`src/rtl/hbt_pkg.sv`:
```
// ----------------------------------------------------------------------------
// hbt_pkg
// Shared types, constants and helpers for the pipeline hazard bubble tracker.
// ----------------------------------------------------------------------------
package hbt_pkg;

  // Pipeline geometry and limits
  localparam int unsigned STAGE_COUNT = 8;
  localparam int unsigned REG_COUNT   = 32;
  localparam int unsigned MAX_FLUSH   = 15;
  localparam int unsigned REG_W       = 5;
  localparam int unsigned CNT_W       = 32;

  // Stage positions
  localparam int unsigned STG_ID   = 2;
  localparam int unsigned STG_EXE1 = 3;
  localparam int unsigned STG_WB   = 7;

  // Counter values
  localparam logic [CNT_W-1:0] CNT_MAX     = '1;
  localparam logic [CNT_W-1:0] CYCLE_RESET = CNT_W'(STAGE_COUNT - 1);

  // Item kinds
  typedef enum logic [1:0] {
    KIND_TICK  = 2'd0,
    KIND_SRC   = 2'd1,
    KIND_DEST  = 2'd2,
    KIND_FLUSH = 2'd3
  } kind_e;

  // Per-cell operation
  typedef enum logic [1:0] {
    CELL_HOLD,
    CELL_SHIFT,
    CELL_CLEAR,
    CELL_LOAD
  } cell_op_e;

  // Sequencer states
  typedef enum logic [1:0] {
    S_IDLE,
    S_FLUSH,
    S_BUBBLE,
    S_DONE
  } state_e;

  // One pipeline slot
  typedef struct packed {
    logic             valid;
    logic [REG_W-1:0] dest;
    logic [2:0]       rdy;
  } slot_t;

  // Control from the sequencer to the slot chain
  typedef struct packed {
    logic  tick;
    logic  bubble;
    logic  load;
    slot_t load_slot;
  } chain_ctrl_t;

  // Youngest producer match among EXE1..MEM2
  typedef struct packed {
    logic       hit;
    logic [1:0] idx;
    logic [2:0] rdy;
  } match_t;

  // Saturating increment
  function automatic logic [CNT_W-1:0] sat_inc(input logic [CNT_W-1:0] v);
    sat_inc = (v == CNT_MAX) ? v : v + CNT_W'(1);
  endfunction

endpackage

```
`src/rtl/hbt_if.sv`:
```
// ----------------------------------------------------------------------------
// hbt_if
// Valid/ready channels carrying input and result items of the tracker.
// ----------------------------------------------------------------------------
interface hbt_in_if;
  logic       valid;
  logic       ready;
  logic [1:0] kind;
  logic [4:0] reg_num;
  logic [2:0] stage;
  logic [3:0] flush_count;

  modport source (output valid, kind, reg_num, stage, flush_count, input ready);
  modport sink   (input valid, kind, reg_num, stage, flush_count, output ready);
endinterface

interface hbt_out_if;
  logic        valid;
  logic        ready;
  logic [31:0] cycle_total;
  logic [31:0] bubble_total;
  logic [31:0] flush_total;
  logic [2:0]  bubbles_added;
  logic [31:0] hazards_exe1;
  logic [31:0] hazards_exe2;
  logic [31:0] hazards_mem1;
  logic [31:0] hazards_mem2;

  modport source (output valid, cycle_total, bubble_total, flush_total, bubbles_added,
                  hazards_exe1, hazards_exe2, hazards_mem1, hazards_mem2,
                  input ready);
  modport sink   (input valid, cycle_total, bubble_total, flush_total, bubbles_added,
                  hazards_exe1, hazards_exe2, hazards_mem1, hazards_mem2,
                  output ready);
endinterface

```
`src/rtl/hbt_cell.sv`:
```
// ----------------------------------------------------------------------------
// hbt_cell
// One pipeline slot: holds, shifts from its neighbour, clears or loads.
// ----------------------------------------------------------------------------
module hbt_cell (
  input  logic                         clk_i,
  input  logic                         rst_ni,
  input  hbt_pkg::cell_op_e            op_i,
  input  hbt_pkg::slot_t               prev_i,
  input  hbt_pkg::slot_t               load_i,
  input  logic [hbt_pkg::REG_W-1:0]    src_reg_i,
  output hbt_pkg::slot_t               slot_o,
  output logic                         hit_o
);

  hbt_pkg::slot_t slot_q, slot_d;

  // Select next slot contents
  always_comb begin
    case (op_i)
      hbt_pkg::CELL_HOLD:  slot_d = slot_q;
      hbt_pkg::CELL_SHIFT: slot_d = prev_i;
      hbt_pkg::CELL_CLEAR: slot_d = '0;
      hbt_pkg::CELL_LOAD:  slot_d = load_i;
      default:             slot_d = slot_q;
    endcase
  end

  always_ff @(posedge clk_i or negedge rst_ni) begin
    if (!rst_ni) begin
      slot_q <= '0;
    end else begin
      slot_q <= slot_d;
    end
  end

  // Flag a producer of the requested register
  assign hit_o  = slot_q.valid && (slot_q.dest == src_reg_i);
  assign slot_o = slot_q;

endmodule

```
`src/rtl/hbt_slot_chain.sv`:
```
// ----------------------------------------------------------------------------
// hbt_slot_chain
// Row of slot cells IF1..WB with shift control and youngest-first match.
// ----------------------------------------------------------------------------
module hbt_slot_chain (
  input  logic                         clk_i,
  input  logic                         rst_ni,
  input  hbt_pkg::chain_ctrl_t         ctrl_i,
  input  logic [hbt_pkg::REG_W-1:0]    src_reg_i,
  output hbt_pkg::match_t              match_o
);

  hbt_pkg::cell_op_e ops   [hbt_pkg::STAGE_COUNT];
  hbt_pkg::slot_t    slots [hbt_pkg::STAGE_COUNT];
  hbt_pkg::slot_t    prevs [hbt_pkg::STAGE_COUNT];
  logic              hits  [hbt_pkg::STAGE_COUNT];

  // Decode per-cell operation
  always_comb begin
    for (int g = 0; g < int'(hbt_pkg::STAGE_COUNT); g++) begin
      ops[g] = hbt_pkg::CELL_HOLD;
      if (ctrl_i.tick) begin
        ops[g] = (g == 0) ? hbt_pkg::CELL_CLEAR : hbt_pkg::CELL_SHIFT;
      end else if (ctrl_i.bubble) begin
        if (g == int'(hbt_pkg::STG_EXE1)) begin
          ops[g] = hbt_pkg::CELL_CLEAR;
        end else if (g > int'(hbt_pkg::STG_EXE1)) begin
          ops[g] = hbt_pkg::CELL_SHIFT;
        end
      end else if (ctrl_i.load && (g == int'(hbt_pkg::STG_ID))) begin
        ops[g] = hbt_pkg::CELL_LOAD;
      end
    end
  end

  // Build the row of cells
  for (genvar g = 0; g < hbt_pkg::STAGE_COUNT; g++) begin : g_cell
    if (g == 0) begin : g_head
      assign prevs[g] = '0;
    end else begin : g_link
      assign prevs[g] = slots[g-1];
    end

    hbt_cell u_cell (
      .clk_i     (clk_i),
      .rst_ni    (rst_ni),
      .op_i      (ops[g]),
      .prev_i    (prevs[g]),
      .load_i    (ctrl_i.load_slot),
      .src_reg_i (src_reg_i),
      .slot_o    (slots[g]),
      .hit_o     (hits[g])
    );
  end

  // Pick the youngest producer in EXE1..MEM2 (lowest stage wins)
  always_comb begin
    match_o = '0;
    for (int i = int'(hbt_pkg::STG_WB) - 1; i >= int'(hbt_pkg::STG_EXE1); i--) begin
      if (hits[i]) begin
        match_o.hit = 1'b1;
        match_o.idx = 2'(i - int'(hbt_pkg::STG_EXE1));
        match_o.rdy = slots[i].rdy;
      end
    end
  end

endmodule

```
`src/rtl/pipeline_hazard_bubble_tracker.sv`:
```
// ----------------------------------------------------------------------------
// pipeline_hazard_bubble_tracker
// Hazard timing scoreboard for an eight-stage in-order pipeline.
// Timing: an accepted item goes to the done state, then its result is loaded
//   into the output register; a flush or a read inserting bubbles first runs
//   its slot-chain shifts (one slot-chain shift per cycle).
// Items: no new item is taken before the last one is through; the next
//   item is taken once the result is in the output register, which may still
//   wait for the sink.
// Reset: all slots empty, counters zero, cycle count seven.
// ----------------------------------------------------------------------------
module pipeline_hazard_bubble_tracker (
  input  logic      clk_i,
  input  logic      rst_ni,
  hbt_in_if.sink    in_i,
  hbt_out_if.source out_o
);

  hbt_pkg::state_e      state_q, state_d;
  logic [3:0]           rem_q, rem_d;
  logic [2:0]           added_q, added_d;
  logic [hbt_pkg::CNT_W-1:0] cycle_q, bubble_q, flush_q;
  logic [hbt_pkg::CNT_W-1:0] haz_q [4];
  logic                 out_valid_q;

  hbt_pkg::chain_ctrl_t ctrl;
  hbt_pkg::match_t      match;
  logic                 acc, reg_ok, src_hit, out_free, out_load;
  logic                 cyc_inc, bub_inc, fl_inc, haz_inc;
  logic [4:0]           n_raw;
  logic [2:0]           n_bub;
  logic [3:0]           fl_cnt;

  // Slot chain
  hbt_slot_chain u_chain (
    .clk_i     (clk_i),
    .rst_ni    (rst_ni),
    .ctrl_i    (ctrl),
    .src_reg_i (in_i.reg_num),
    .match_o   (match)
  );

  // Decode the incoming item
  assign in_i.ready = (state_q == hbt_pkg::S_IDLE);
  assign acc        = in_i.valid && in_i.ready;
  assign reg_ok     = {2'b00, in_i.reg_num} < 7'(hbt_pkg::REG_COUNT);
  assign src_hit    = (in_i.kind == hbt_pkg::KIND_SRC) && (in_i.reg_num != '0) &&
                      reg_ok && match.hit;
  assign n_raw      = {2'b00, match.rdy} + 5'd2 - {3'b000, match.idx}
                      - 5'(hbt_pkg::STG_EXE1) - {2'b00, in_i.stage};
  assign n_bub      = n_raw[4] ? 3'd0 : n_raw[2:0];
  assign fl_cnt     = (in_i.flush_count > 4'(hbt_pkg::MAX_FLUSH)) ?
                      4'(hbt_pkg::MAX_FLUSH) : in_i.flush_count;
  assign out_free   = !out_valid_q || out_o.ready;

  // Next state
  always_comb begin
    state_d = state_q;
    rem_d   = rem_q;
    added_d = added_q;
    case (state_q)
      hbt_pkg::S_IDLE: begin
        if (acc) begin
          added_d = 3'd0;
          state_d = hbt_pkg::S_DONE;
          case (in_i.kind)
            hbt_pkg::KIND_SRC: begin
              if (src_hit) begin
                added_d = n_bub;
                if (n_bub != 3'd0) begin
                  rem_d   = {1'b0, n_bub};
                  state_d = hbt_pkg::S_BUBBLE;
                end
              end
            end
            hbt_pkg::KIND_FLUSH: begin
              if (fl_cnt != 4'd0) begin
                rem_d   = fl_cnt;
                state_d = hbt_pkg::S_FLUSH;
              end
            end
            default: ;
          endcase
        end
      end
      hbt_pkg::S_FLUSH, hbt_pkg::S_BUBBLE: begin
        rem_d = rem_q - 4'd1;
        if (rem_q == 4'd1) begin
          state_d = hbt_pkg::S_DONE;
        end
      end
      hbt_pkg::S_DONE: begin
        if (out_free) begin
          state_d = hbt_pkg::S_IDLE;
        end
      end
      default: state_d = hbt_pkg::S_IDLE;
    endcase
  end

  // Control outputs
  always_comb begin
    ctrl        = '0;
    ctrl.tick   = (acc && (in_i.kind == hbt_pkg::KIND_TICK)) ||
                  (state_q == hbt_pkg::S_FLUSH);
    ctrl.bubble = (state_q == hbt_pkg::S_BUBBLE);
    ctrl.load   = acc && (in_i.kind == hbt_pkg::KIND_DEST);
    ctrl.load_slot.valid = reg_ok;
    ctrl.load_slot.dest  = reg_ok ? in_i.reg_num : '0;
    ctrl.load_slot.rdy   = in_i.stage;
    cyc_inc  = ctrl.tick || ctrl.bubble;
    bub_inc  = ctrl.bubble;
    fl_inc   = (state_q == hbt_pkg::S_FLUSH);
    haz_inc  = acc && src_hit;
    out_load = (state_q == hbt_pkg::S_DONE) && out_free;
  end

  // Sequencer registers
  always_ff @(posedge clk_i or negedge rst_ni) begin
    if (!rst_ni) begin
      state_q <= hbt_pkg::S_IDLE;
      rem_q   <= '0;
      added_q <= '0;
    end else begin
      state_q <= state_d;
      rem_q   <= rem_d;
      added_q <= added_d;
    end
  end

  // Saturating counters
  always_ff @(posedge clk_i or negedge rst_ni) begin
    if (!rst_ni) begin
      cycle_q  <= hbt_pkg::CYCLE_RESET;
      bubble_q <= '0;
      flush_q  <= '0;
      for (int h = 0; h < 4; h++) begin
        haz_q[h] <= '0;
      end
    end else begin
      if (cyc_inc) cycle_q  <= hbt_pkg::sat_inc(cycle_q);
      if (bub_inc) bubble_q <= hbt_pkg::sat_inc(bubble_q);
      if (fl_inc)  flush_q  <= hbt_pkg::sat_inc(flush_q);
      if (haz_inc) haz_q[match.idx] <= hbt_pkg::sat_inc(haz_q[match.idx]);
    end
  end

  // Output register: hold until taken
  always_ff @(posedge clk_i or negedge rst_ni) begin
    if (!rst_ni) begin
      out_valid_q <= 1'b0;
    end else if (out_load) begin
      out_valid_q <= 1'b1;
    end else if (out_o.ready) begin
      out_valid_q <= 1'b0;
    end
  end

  always_ff @(posedge clk_i) begin
    if (out_load) begin
      out_o.cycle_total   <= cycle_q;
      out_o.bubble_total  <= bubble_q;
      out_o.flush_total   <= flush_q;
      out_o.bubbles_added <= added_q;
      out_o.hazards_exe1  <= haz_q[0];
      out_o.hazards_exe2  <= haz_q[1];
      out_o.hazards_mem1  <= haz_q[2];
      out_o.hazards_mem2  <= haz_q[3];
    end
  end

  assign out_o.valid = out_valid_q;

  // Assertions
  a_rem_nonzero: assert property (@(posedge clk_i) disable iff (!rst_ni)
    ((state_q == hbt_pkg::S_FLUSH) || (state_q == hbt_pkg::S_BUBBLE)) |-> (rem_q != 4'd0))
    else $error("flush or bubble sequence running with no steps left");

  a_accept_busy: assert property (@(posedge clk_i) disable iff (!rst_ni)
    acc |=> (state_q != hbt_pkg::S_IDLE))
    else $error("accepted item did not leave idle");

  a_cycle_floor: assert property (@(posedge clk_i) disable iff (!rst_ni)
    cycle_q >= hbt_pkg::CYCLE_RESET)
    else $error("cycle counter fell below its start value");

  a_load_done: assert property (@(posedge clk_i) disable iff (!rst_ni)
    out_load |=> (out_valid_q && (state_q == hbt_pkg::S_IDLE)))
    else $error("result load did not publish and return to idle");

endmodule

```
`src/flat_wrapper.sv`:
```
// flat-port wrapper written by rule: the top's interface ports become plain ports
module pipeline_hazard_bubble_tracker_flat 
  (clk_i, rst_ni, in_i_valid, in_i_kind, in_i_reg_num, in_i_stage, in_i_flush_count, in_i_ready, out_o_valid, out_o_cycle_total, out_o_bubble_total, out_o_flush_total, out_o_bubbles_added, out_o_hazards_exe1, out_o_hazards_exe2, out_o_hazards_mem1, out_o_hazards_mem2, out_o_ready);
  hbt_in_if in_i_i ();
  hbt_out_if out_o_i ();
  input  logic clk_i;
  input  logic rst_ni;
  input wire logic [$bits(in_i_i.valid)-1:0] in_i_valid;
  input wire logic [$bits(in_i_i.kind)-1:0] in_i_kind;
  input wire logic [$bits(in_i_i.reg_num)-1:0] in_i_reg_num;
  input wire logic [$bits(in_i_i.stage)-1:0] in_i_stage;
  input wire logic [$bits(in_i_i.flush_count)-1:0] in_i_flush_count;
  output wire logic [$bits(in_i_i.ready)-1:0] in_i_ready;
  output wire logic [$bits(out_o_i.valid)-1:0] out_o_valid;
  output wire logic [$bits(out_o_i.cycle_total)-1:0] out_o_cycle_total;
  output wire logic [$bits(out_o_i.bubble_total)-1:0] out_o_bubble_total;
  output wire logic [$bits(out_o_i.flush_total)-1:0] out_o_flush_total;
  output wire logic [$bits(out_o_i.bubbles_added)-1:0] out_o_bubbles_added;
  output wire logic [$bits(out_o_i.hazards_exe1)-1:0] out_o_hazards_exe1;
  output wire logic [$bits(out_o_i.hazards_exe2)-1:0] out_o_hazards_exe2;
  output wire logic [$bits(out_o_i.hazards_mem1)-1:0] out_o_hazards_mem1;
  output wire logic [$bits(out_o_i.hazards_mem2)-1:0] out_o_hazards_mem2;
  input wire logic [$bits(out_o_i.ready)-1:0] out_o_ready;
  assign in_i_i.valid = in_i_valid;
  assign in_i_i.kind = in_i_kind;
  assign in_i_i.reg_num = in_i_reg_num;
  assign in_i_i.stage = in_i_stage;
  assign in_i_i.flush_count = in_i_flush_count;
  assign in_i_ready = in_i_i.ready;
  assign out_o_valid = out_o_i.valid;
  assign out_o_cycle_total = out_o_i.cycle_total;
  assign out_o_bubble_total = out_o_i.bubble_total;
  assign out_o_flush_total = out_o_i.flush_total;
  assign out_o_bubbles_added = out_o_i.bubbles_added;
  assign out_o_hazards_exe1 = out_o_i.hazards_exe1;
  assign out_o_hazards_exe2 = out_o_i.hazards_exe2;
  assign out_o_hazards_mem1 = out_o_i.hazards_mem1;
  assign out_o_hazards_mem2 = out_o_i.hazards_mem2;
  assign out_o_i.ready = out_o_ready;
  pipeline_hazard_bubble_tracker u_core (.clk_i(clk_i), .rst_ni(rst_ni), .in_i(in_i_i), .out_o(out_o_i));
endmodule
```
`config.mk`:
```
export PLATFORM = sky130hd
export DESIGN_NAME = pipeline_hazard_bubble_tracker_flat
export DESIGN_NICKNAME = d
export VERILOG_FILES = /design/src/rtl/hbt_pkg.sv /design/src/rtl/hbt_if.sv /design/src/rtl/hbt_cell.sv /design/src/rtl/hbt_slot_chain.sv /design/src/rtl/pipeline_hazard_bubble_tracker.sv /design/src/flat_wrapper.sv
export SDC_FILE = /design/constraint.sdc
export NUM_CORES = 1
export LEC_CHECK = 0
export BUFFER_PORTS_ARGS = -buffer_cell sky130_fd_sc_hd__buf_2
export CAP_MARGIN = 30
export CORE_ASPECT_RATIO = 1.25
export CORE_MARGIN = 5
export CORE_UTILIZATION = 45
export CTS_CLUSTER_SIZE = 24
export DETAILED_ROUTE_END_ITERATION = 8
export PLACE_DENSITY = 0.74
export SLEW_MARGIN = 15
export SYNTH_ARGS = -nofsm -noshare
export SYNTH_HDL_FRONTEND = slang
export SYNTH_HIERARCHICAL = 1
export SYNTH_SLANG_ARGS = --single-unit
```
`constraint.sdc`:
```
create_clock -name clk_i -period 6.4 [get_ports clk_i]
set_clock_uncertainty 0.15 [all_clocks]
set_input_delay 0.32 -clock clk_i [delete_from_list [all_inputs] [get_ports clk_i]]
set_output_delay 0.32 -clock clk_i [all_outputs]
set_load 0.01 [all_outputs]
```
* Yosys cells after proc, flatten, opt, wreduce, memory -nomap -nowiden
Index checks and enable logic that the tools add are counted.
Word-level totals: register bits 524, input port bits 18, output and inout bits 229, logic and storage cells 176
Cells by class: add/sub/neg operators 9, $lt $le $gt $ge 3, equality and inequality tests 37, mux-type cells 47, bitwise logic cells 4, reduce and logical (&&, ||, !) cells 36
Operators with widths (number):
- 9-bit one-hot mux with 3 select lines | 6
- 32-bit by 1-bit adder with 32-bit output (second input constant) | 4
- 128-bit bitwise mux | 1
- 32-bit equality test (second input constant) | 4
- 32-bit two-way mux | 4
- 32-bit binary-select mux with 2-bit select | 1
- 32-bit demux with 2-bit select | 1
- 6-bit two-way mux | 4
- 2-bit two-way mux | 11
- 2-bit equality test (second input constant) | 10
- 5-bit equality test | 4
- 4-bit two-way mux | 5
- 9-bit one-hot mux with 2 select lines | 1
- 4-bit one-hot mux with 2 select lines | 2
- 2-bit zero test | 7
- 1-bit logical AND | 12
- 3-bit inequality test (second input constant) | 4
- 2-bit by 1-bit equality test with 1-bit output (second input constant) | 5
- 3-bit two-way mux | 3
- 1-bit by 2-bit equality test with 1-bit output (second input constant) | 4
- 2-bit AND reduction | 4
- 1-bit two-way mux | 6
- 2-bit one-hot mux with 3 select lines | 1
- 6-bit AND reduction | 1
- 23 further kinds | 31

* Depth between registers and ports, before layout
word-level depth 17, depth in mapped cells 18, depth with buffers taken out 16

* Hierarchy
The synthesis kept the hierarchy.
By module, submodules not included:
- pipeline_hazard_bubble_tracker | instances 1, cells each 1327, area each 18637.9 um^2, seq. area each 12675.9 um^2
- hbt_cell | instances 7, cells each 46, area each 481.7 um^2, seq. area each 225.2 um^2
- hbt_slot_chain | instances 1, cells each 30, area each 201.4 um^2, seq. area each 0.0 um^2

* Least setup slack after synthesis
No wires, ideal clock.
path type register -> register, start point register u_core.state_q[0], end point register u_core.out_o.bubble_total[0], enable pin, setup time 0.615 ns, arrival time 5.693 ns, required time 5.635 ns, path slack -0.058 ns, cell stages (with the launch flop) 3, path buffers 0, period minus slack after synthesis 6.458 ns, cells stage by stage dfrtp_1 ha_1 and2_1
On the way: longest elaborated chain between the ends 2
Ends and longest elaborated chain:
- start, declared | line pipeline_hazard_bubble_tracker.sv:19 | hbt_pkg::state_e state_q, state_d;
- start signal, assigned | line pipeline_hazard_bubble_tracker.sv:121 | state_q <= hbt_pkg::S_IDLE;
- start signal, assigned | line pipeline_hazard_bubble_tracker.sv:125 | state_q <= state_d;
- 2-bit equality test | line pipeline_hazard_bubble_tracker.sv:115 | out_load = (state_q == hbt_pkg::S_DONE) && out_free;
- 1-bit logical AND | line pipeline_hazard_bubble_tracker.sv:115
- net u_core.out_load | line pipeline_hazard_bubble_tracker.sv:28 | logic acc, reg_ok, src_hit, out_free, out_load;
- end signal, assigned | line pipeline_hazard_bubble_tracker.sv:162 | out_o.bubble_total <= bubble_q;
- end, declared | line hbt_if.sv:29 | modport source (output valid, cycle_total, bubble_total, flush_total, bubbles_added,
The timed path passes the listed nets, and every way through them passes these cells. A chain may end at the register's enable or synchronous reset.

==> impl_metrics.sql <==
INSERT INTO impl_metrics (metric_group, metric, value, unit) VALUES
('sta', 'setup_violations', '0', ''),
('placed_design', 'dp_hpwl', '34500', 'um'),
('worst_setup_path', 'timing.setup.critical_path_class', 'in2reg', ''),
('sta', 'rsz0062_at_grt', 'false', ''),
('sta', 'worst_slew_margin_rel', '37.2', '%'),
('die', 'dieHeight', '257', 'um'),
('synthesis', 'post_synthesis_instance_area', '22000', 'um2'),
('sta', 'hold_slack', '0.0710', 'ns'),
('power', 'power.internal', '6.62', 'mW'),
('layout', 'instances_no_fill', '2658', ''),
('layout', 'multi_input_area', '7440', 'um2'),
('synthesis', 'synth_warnings', '6', ''),
('routing', 'wl', '49700', 'um'),
('clocking', 'clock_sink_count', '524', ''),
('sta', 'post-route-min-period', '4.92', 'ns'),
('power', 'combinational_fraction_of_design_power', '19.4', '%'),
('worst_setup_path', 'worstSetupEndpointType', 'flip-flop', ''),
('flow_run', 'maxCapViolations', '0', ''),
('outcome', 'status', 'complete, no violations', ''),
('die', 'start_util', '45.5', '%'),
('clocking', 'post_cts.repair.setup_buffers', '0', ''),
('clocking', 'insertion_delay', '0.58', 'ns'),
('worst_setup_path', 'worst-endpoint-arrival', '5.20', 'ns'),
('sta', 'max_clock_freq', '0.203', 'GHz'),
('global_routing', 'grt_pass1_vias', '14236', ''),
('sta', 'worst_pin_slew', '0.942', 'ns'),
('clocking', 'inserted_clock_buffers', '50', ''),
('placed_design', 'post-place-cells', '2546', ''),
('routing', 'drt-initial-drc-count', '957', ''),
('die', 'fp.dieArea', '53500', 'um2'),
('clocking', 'cts_resized', '0', ''),
('global_routing', 'grt_start_max_net_pins', '118', ''),
('global_routing', 'grt_remaining_overflow', '0', ''),
('power', 'clock_network_power_share', '32.8', '%'),
('layout', 'final_util', '53.5', '%'),
('routing', 'drtPass1Iterations', '5', ''),
('placed_design', 'io_buffer_count', '246', ''),
('die', 'rows', '90', ''),
('clocking', 'clkSlewWorstSetupHoldPaths', '0.06', 'ns'),
('global_routing', 'grt_first_pass_wirelength', '79900', 'um'),
('clocking', 'cts.root.buffer_cell', 'sky130_fd_sc_hd__clkbuf_16', ''),
('power', 'post_route_total_power', '9.35', 'mW'),
('global_routing', 'gr-usage-all-layers', '18.3', '%'),
('clocking', 'cts_buffer_depth', '3', ''),
('clocking', 'htree_num_levels', '2', ''),
('clocking', 'tritoncts_clock_tree', 'built', ''),
('sta', 'timing_max_transition_violations_final', '0', ''),
('hold_path', 'hp-class', 'in2reg', ''),
('worst_setup_path', 'worstPathCellList', 'dlygate4sd3_1 > buf_2 > xor2_1 > nor4_1 > and3_1 > nor2_1 > nor3_2 > buf_4 > mux4_2 > ha_1 > and4_1 > nand4_1 > a2111oi_4 > xnor2_1 > o21ai_1', ''),
('layout', 'layout.cell_area.non_filler', '25900', 'um2'),
('worst_setup_path', 'cp_max_fanout', '34', ''),
('power', 'power.density', '361', 'nW/um2'),
('sta', 'fin_setup_tns', '0', 'ns'),
('layout', 'syn2layout_area_growth', '17.5', '%'),
('routing', 'drt_via_density', '5.32', ''),
('die', 'core_region_area', '48400', 'um2'),
('power', 'p_leak', '11.2', 'nW'),
('layout', 'layout_fillers', '4048', ''),
('sta', 'finalHoldViolCount', '0', ''),
('power', 'switching_share', '29.2', '%'),
('power', 'switching_power', '2.72', 'mW'),
('global_routing', 'antenna_found_initial', '5', ''),
('placed_design', 'pre_cts_slack', '1.59', 'ns'),
('routing', 'drt-wirelength-per-cell', '18.7', 'um'),
('placed_design', 'routabilityCongestion', '0.874', ''),
('layout', 'finalNetCount', '2004', ''),
('layout', 'regArea', '14300', 'um2'),
('routing', 'final_antenna_net_count', '0', ''),
('layout', 'drive_gt1_share', '22.2', '%'),
('worst_setup_path', 'cp_slowest_cell', 'sky130_fd_sc_hd__and4_1', ''),
('die', 'die-width', '208', 'um'),
('synthesis', 'avg_cell_area_syn', '13.3', 'um2'),
('worst_setup_path', 'startpoint_type', 'input port', ''),
('placed_design', 'detailed_place.area', '24000', 'um2'),
('worst_setup_path', 'cpPeakStageDelay', '0.84', 'ns'),
('sta', 'ratio_of_final_minimum_period_to_clock_period', '76.9', '%'),
('routing', 'drc', '0', ''),
('routing', 'route.vias.total', '14143', ''),
('power', 'reg_power_share', '47.8', '%'),
('sta', 'slack_of_the_critical_path', '1.48', 'ns'),
('die', 'ioPinCount', '247', ''),
('synthesis', 'synthesized_netlist_cell_count', '1658', ''),
('worst_setup_path', 'required', '6.68', 'ns'),
('power', 'worst_ir_drop_vdd', '0.308', 'mV');
[sequential cells by signal, indices dropped and copies added (netlist names), 4 cells and up]
signal	count
u_core/haz_q	128
u_core/u_chain/g_cell.u_cell/slot_o	63
u_core/bubble_q	32
u_core/cycle_q	32
u_core/flush_q	32
u_core/out_o.bubble_total	32
u_core/out_o.cycle_total	32
u_core/out_o.flush_total	32
u_core/out_o.hazards_exe1	32
u_core/out_o.hazards_exe2	32
u_core/out_o.hazards_mem1	32
u_core/out_o.hazards_mem2	32
u_core/rem_q	4
[per-layer routing]
layer,wire length [um],vias to the layer above,track usage (%)
li1,-,6598,-
met3,3290,85,4.22
met5,27,-,0
met2,25100,422,31.4
met1,19900,7034,23.3
met4,1400,4,5.84
[power by group through the flow]
stage	sequential (mW)	clock, mW	combinational [mW]
floorplan	4.62	0	1.18
global placement	4.51	0	1.76
detailed placement	4.54	0	1.82
CTS	4.48	3.15	1.83
global route	4.53	3.30	2.01
finish	4.47	3.06	1.81
[cell usage in the layout (no fill, tap or decap), types with 9 or more instances in the layout]
| cell type | count |
|---|---|
| sky130_fd_sc_hd__nor3_1 | 28 |
| sky130_fd_sc_hd__buf_4 | 17 |
| sky130_fd_sc_hd__o21ai_0 | 106 |
| sky130_fd_sc_hd__and4_1 | 16 |
| sky130_fd_sc_hd__clkbuf_16 | 51 |
| sky130_fd_sc_hd__mux2i_1 | 71 |
| sky130_fd_sc_hd__a21oi_1 | 11 |
| sky130_fd_sc_hd__mux2_2 | 18 |
| sky130_fd_sc_hd__edfxtp_1 | 227 |
| sky130_fd_sc_hd__mux4_2 | 32 |
| sky130_fd_sc_hd__ha_1 | 14 |
| sky130_fd_sc_hd__nor4_1 | 20 |
| sky130_fd_sc_hd__dlygate4sd3_1 | 13 |
| sky130_fd_sc_hd__conb_1 | 57 |
| sky130_fd_sc_hd__xnor2_1 | 68 |
| sky130_fd_sc_hd__buf_2 | 246 |
| sky130_fd_sc_hd__nand3_1 | 35 |
| sky130_fd_sc_hd__and2_1 | 9 |
| sky130_fd_sc_hd__nor2_1 | 35 |
| sky130_fd_sc_hd__clkinv_2 | 13 |
| sky130_fd_sc_hd__xor2_1 | 65 |
| sky130_fd_sc_hd__and3_1 | 23 |
| sky130_fd_sc_hd__nand3b_1 | 10 |
| sky130_fd_sc_hd__inv_1 | 32 |
| sky130_fd_sc_hd__nand4_1 | 39 |
| sky130_fd_sc_hd__dfrtp_1 | 294 |
| sky130_fd_sc_hd__nand2_1 | 225 |
| sky130_fd_sc_hd__o21ai_1 | 68 |
| sky130_fd_sc_hd__nand2b_1 | 11 |
[critical path, delay by kind of cell]
family                     cells  cell delay [ns]
and+or+nand+nor                6             2.06
buffers and inverters          3             1.25
AOI/OAI and AO/OA              2             0.49
xor gates and xnor gates       2             0.43
muxes                          1             0.37
adders and majority gates      1             0.25
[cell type report]
class | instances | share of cell area (%)
Tap cell | 644 | 3.11
Clock buffer | 58 | 5.15
Antenna cell | 3 | 0.0290
Sequential cell | 524 | 55.0
Timing Repair Buffer | 280 | 6.03
Clock inverter | 35 | 1.46
Inverter | 32 | 0.464
Multi-Input combinational cell | 1082 | 28.7
[what timing repair did]
action	in CTS	in global routing
setup endpoints to repair	0	0
endpoints found under the hold margin	134	0
hold buffers	13	0
[path summary, 6_finish.rpt]
| check | from | endpoint | slack, ns | depth (start not counted) |
|---|---|---|---|---|
| worst max-delay path | in_i_reg_num[0] | u_core/haz_q[30]$_DFFE_PN0P_ | 1.48 | 15 |
| worst min-delay path | in_i_valid | u_core/state_q[1]$_DFFE_PN0P_ | 0.07 | 5 |
| worst max register to register | u_core/u_chain/g_cell[5].u_cell/slot_o[3]$_DFFE_PN0P_ | u_core/haz_q[30]$_DFFE_PN0P_ | 1.59 | 13 |
| worst min register to register | u_core/added_q[1]$_DFFE_PN0P_ | u_core/out_o.bubbles_added[1]$_DFFE_PP_ | 0.30 | 0 |
| max in group asynchronous | rst_ni | u_core/haz_q[94]$_DFFE_PN0P_ | 4.48 | 4 |
| min in group asynchronous | rst_ni | u_core/haz_q[122]$_DFFE_PN0P_ | 0.26 | 2 |
No activity file was read; power rests on OpenSTA's default activity.
